## config.mk

```make
export PLATFORM = sky130hd
export DESIGN_NAME = nbs_axis_sq
export DESIGN_NICKNAME = d
export VERILOG_FILES = /design/src/rtl/nbs_pkg.sv /design/src/rtl/nbs_axis_sq.sv
export SDC_FILE = /design/constraint.sdc
export NUM_CORES = 1
export LEC_CHECK = 0
export BUFFER_PORTS_ARGS = -buffer_cell sky130_fd_sc_hd__buf_4
export CORE_UTILIZATION = 30
export DETAILED_ROUTE_END_ITERATION = 6
export SYNTH_ARGS = -nofsm -noshare
export SYNTH_HDL_FRONTEND = slang
export SYNTH_SLANG_ARGS = --single-unit
```

## constraint.sdc

```tcl
create_clock -name clk_i -period 9 [get_ports clk_i]
set_input_delay 0.45 -clock clk_i [delete_from_list [all_inputs] [get_ports clk_i]]
set_output_delay 0.45 -clock clk_i [all_outputs]
set_load 0.1 [all_outputs]
```

## src/rtl/nbs_pkg.sv

```systemverilog
// nbs_pkg: widths, codes and defaults of the periodic cutoff neighbour search
// used by the channel interfaces and every rtl module of the block
package nbs_pkg;

  localparam int POS_W    = 24;
  localparam int IDX_W    = 10;
  localparam int BLK_W    = 4;
  localparam int MASK_W   = 64;
  localparam int CNT_W    = 7;
  localparam int BOX_W    = 24;
  localparam int CUT_W    = 48;
  localparam int PCNT_W   = 11;
  localparam int CFG_IDX_W  = 3;
  localparam int CFG_DATA_W = 48;

  localparam int DEF_MAX_PARTICLES = 1024;
  localparam int DEF_BLOCK_SIZE    = 64;
  localparam int DEF_COORD_BITS    = 24;

  localparam logic [BOX_W-1:0] BOX_RESET = 24'd4096;

  typedef enum logic [CFG_IDX_W-1:0] {
    REG_BOX_X       = 3'd0,
    REG_BOX_Y       = 3'd1,
    REG_BOX_Z       = 3'd2,
    REG_CUTOFF_SQ   = 3'd3,
    REG_PART_COUNT  = 3'd4
  } cfg_reg_e;

  typedef enum logic {
    REQ_LOAD  = 1'b0,
    REQ_QUERY = 1'b1
  } req_type_e;

endpackage

```

## src/rtl/nbs_axis_sq.sv

```systemverilog
// nbs_axis_sq: minimum-image difference along one axis, squared
// two register stages (fold, square); depends on nbs_pkg
module nbs_axis_sq #(
  parameter int CW = nbs_pkg::DEF_COORD_BITS
) (
  input  logic                           clk_i,
  input  logic [CW-1:0]                  a_i,
  input  logic [CW-1:0]                  b_i,
  input  logic [nbs_pkg::BOX_W-1:0]      box_i,
  output logic [2*nbs_pkg::BOX_W-1:0]    sq_o
);

  localparam int MW = nbs_pkg::BOX_W;
  localparam int DW = MW + 2;

  logic signed [DW-1:0] diff;
  logic signed [DW-1:0] len;
  logic signed [DW-1:0] fold;
  logic signed [DW-1:0] absv;
  logic [MW-1:0]        mag_d, mag_q;
  logic [2*MW-1:0]      sq_q;

  always_comb begin
    diff = signed'(DW'(a_i)) - signed'(DW'(b_i));
    len  = signed'(DW'(box_i));
    if ((diff <<< 1) > len) begin
      fold = diff - len;
    end else if ((diff <<< 1) < -len) begin
      fold = diff + len;
    end else begin
      fold = diff;
    end
    absv  = fold[DW-1] ? -fold : fold;
    mag_d = absv[MW-1:0];
  end

  always_ff @(posedge clk_i) begin
    mag_q <= mag_d;
    sq_q  <= (2*MW)'(mag_q) * (2*MW)'(mag_q);
  end

  assign sq_o = sq_q;

endmodule

```

==> results.yml <==
outcome:
  run_status: "finished, final reports clean"
detailed_routing:
  avgViaCountPerCell: 4.60
  postRouteAntennaNets: 0
  drc: 0
  routedWlPerCell_microns: 15.1
  wl_microns: 59000
  via_count: 18000
  drt_pass1_iterations: 5
  first_iter_violations: 869
setup_path:
  worst_path_most_repeated_cell: "fa_1"
  cpMaxStageDelayCell: "dfxtp_1"
  crit_path_max_incr_delay_ns: 1.00
  arrival_ns: 8.40
  worstPathMaxFanout: 25
  cp-start-kind: "register"
  worst-setup-path-type: "register to register"
  critPathRequiredTime_ns: 9.27
  end_kind: "register"
die:
  coreArea_sq_um: 78900
  rows: 103
  ios: 121
  die_x_microns: 284
  dieArea_sq_um: 80800
  die_h_microns: 284
  start_util_pct: 30.3
cts:
  cts_buffers: 9
  clk_pin_slew_ns: 0.07
  post_cts_buffers: 0
  clk_latency_ns: 0.39
  cts-root-buf: "clkbuf_16"
  cts_hold_buffers: 0
  cts_tree: "done"
  cts_max_level: 3
  cts.sinks: 71
  clock_path_buffers: 2
  cts_resized: 0
global_routing:
  grt_pass1_vias: 19100
  track_usage_pct: 15.2
  antenna_found_initial: 0
  grt_pass1_wl_microns: 98700
  grt_overflow: 0
  grt_max_degree: 42
place:
  dp_hpwl_microns: 51400
  portBuffers: 119
  dpl.cell_count: 3889
  gp_congestion: 0.864
logic_synthesis:
  syn-cell-area_sq_um: 23900
  synth_most_common_cell: "inv_1"
  synth_top_area_share_pct: 35.6
  synth_seq_area_share_pct: 5.95
  ys.flop_type: "dfxtp_1"
  ys_seq_elements: 71
  syn-mean-instance-area_sq_um: 8.61
  yosys.area.top_type: "fa_1"
  syn_nets: 3570
  ys.warnings.count: 0
  synth_edf_count: 0
  yosys-top-cells-area: "fa_1 36%, ha_1 16%, inv_1 11%"
  async_flop_share_pct: 0
  netlist_instances: 2774
  yosys-top-cells-count: "691 x inv_1, 425 x fa_1, 298 x ha_1, 233 x nand2_1, 129 x a21oi_1"
  yosysUniqueCellTypes: 87
timing:
  setup_viol: 0
  period_share_pct: 90.4
  min_period_ns: 8.14
  hold_violations: 0
  fin_worst_skew_ns: 0.0160
  drv_slew: 0
  rsz0062_at_grt: "false"
  tns_ns: 0
  fmax_ghz: 0.123
  slew_headroom_pct: 29.0
  worst_pin_slew_ns: 1.06
cells_and_area:
  final_core_util_pct: 33.3
  antenna_cells: 0
  stdcell_count: 3905
  drive_gt1_share_pct: 7.15
  area_delta_synth_final_pct: 9.98
  finalNetCount: 3646
job:
  maxCapViolCount: 0
hold_path:
  hp-class: "primary input to register"
## cell families (layout without fill, tap and decap cells)
kind of cell	count (synthesis)	count (layout)	synth area share, %
compound gates	418	418	11.7
xor+xnor	134	134	4.91
fa+ha+maj	723	723	51.2
buf+inv	773	854	12.3
flops	71	71	5.95
mux	15	15	0.655
other cells	1	1	0.0157
simple gates	639	639	13.3
## placed cells by master (no fill, tap or decap), types with 42 or more instances in the layout
master / instances
xor2_1: 42
inv_1: 691
buf_4: 146
a21o_1: 55
o21ai_0: 67
ha_1: 298
nor2_1: 109
and2_1: 120
a21oi_1: 129
dfxtp_1: 71
fa_1: 425
xnor2_1: 92
nand2_1: 233
## metal layers
| metal | part of all wire, % | GRT usage (%) | vias to the layer above |
|---|---|---|---|
| li1 | - | - | 8806 |
| met1 | 48 | 20.7 | 8798 |
| met2 | 48 | 25.9 | 305 |
| met3 | 3.3 | 1.66 | 48 |
| met4 | 1.4 | 3.09 | 0 |
| met5 | 0 | 0 | - |
## registers in the layout, indices dropped and copies added, names as in the netlist
register	flops
mag_q	24
sq_o	47
## worst max-delay path, delay by kind of cell, from the launching register on
kind	cells	cell delay [ns]
AND/OR/NAND/NOR	3	0.49
adder cells (fa/ha/maj)	8	3.87
XOR/XNOR	1	0.16
flip-flops	1	1.00
buffers and inverters	6	0.44
AO/OA/AOI/OAI	9	2.07
## area by class of cell
| class | instances | area, sq um |
|---|---|---|
| Clock buffer | 11 | 253 |
| Clock inverter | 5 | 41.3 |
| Fill cell | 8369 | 52600 |
| Inverter | 692 | 2610 |
| Multi-Input combinational cell | 1930 | 19500 |
| Sequential cell | 71 | 1420 |
| Tap cell | 1050 | 1310 |
| Timing Repair Buffer | 146 | 1100 |
## worst paths after layout
path	cells past startpoint	start	endpoint	slack [ns]
setup / recovery	27	mag_q[5]	sq_o[46]	0.86
hold / removal	3	box_i[0]	mag_q[0]	0.56
setup reg to reg	27	mag_q[5]	sq_o[46]	0.86
hold reg to reg	1	mag_q[0]	sq_o[0]	0.81
## stage by stage
step	worst slack [ns]	area [sq um]	hold WS [ns]
3_3_place_gp	0.902	26000	0.808
6_report	0.864	26300	0.556
5_1_grt	0.384	26300	0.579
2_1_floorplan	1.82	23900	0.385
4_1_cts	0.783	26300	0.526
3_5_place_dp	0.808	26000	0.815
Power is left out: the tool's default activity adds up to more than one toggle a clock period on the data nets, which glitch-free logic cannot reach.
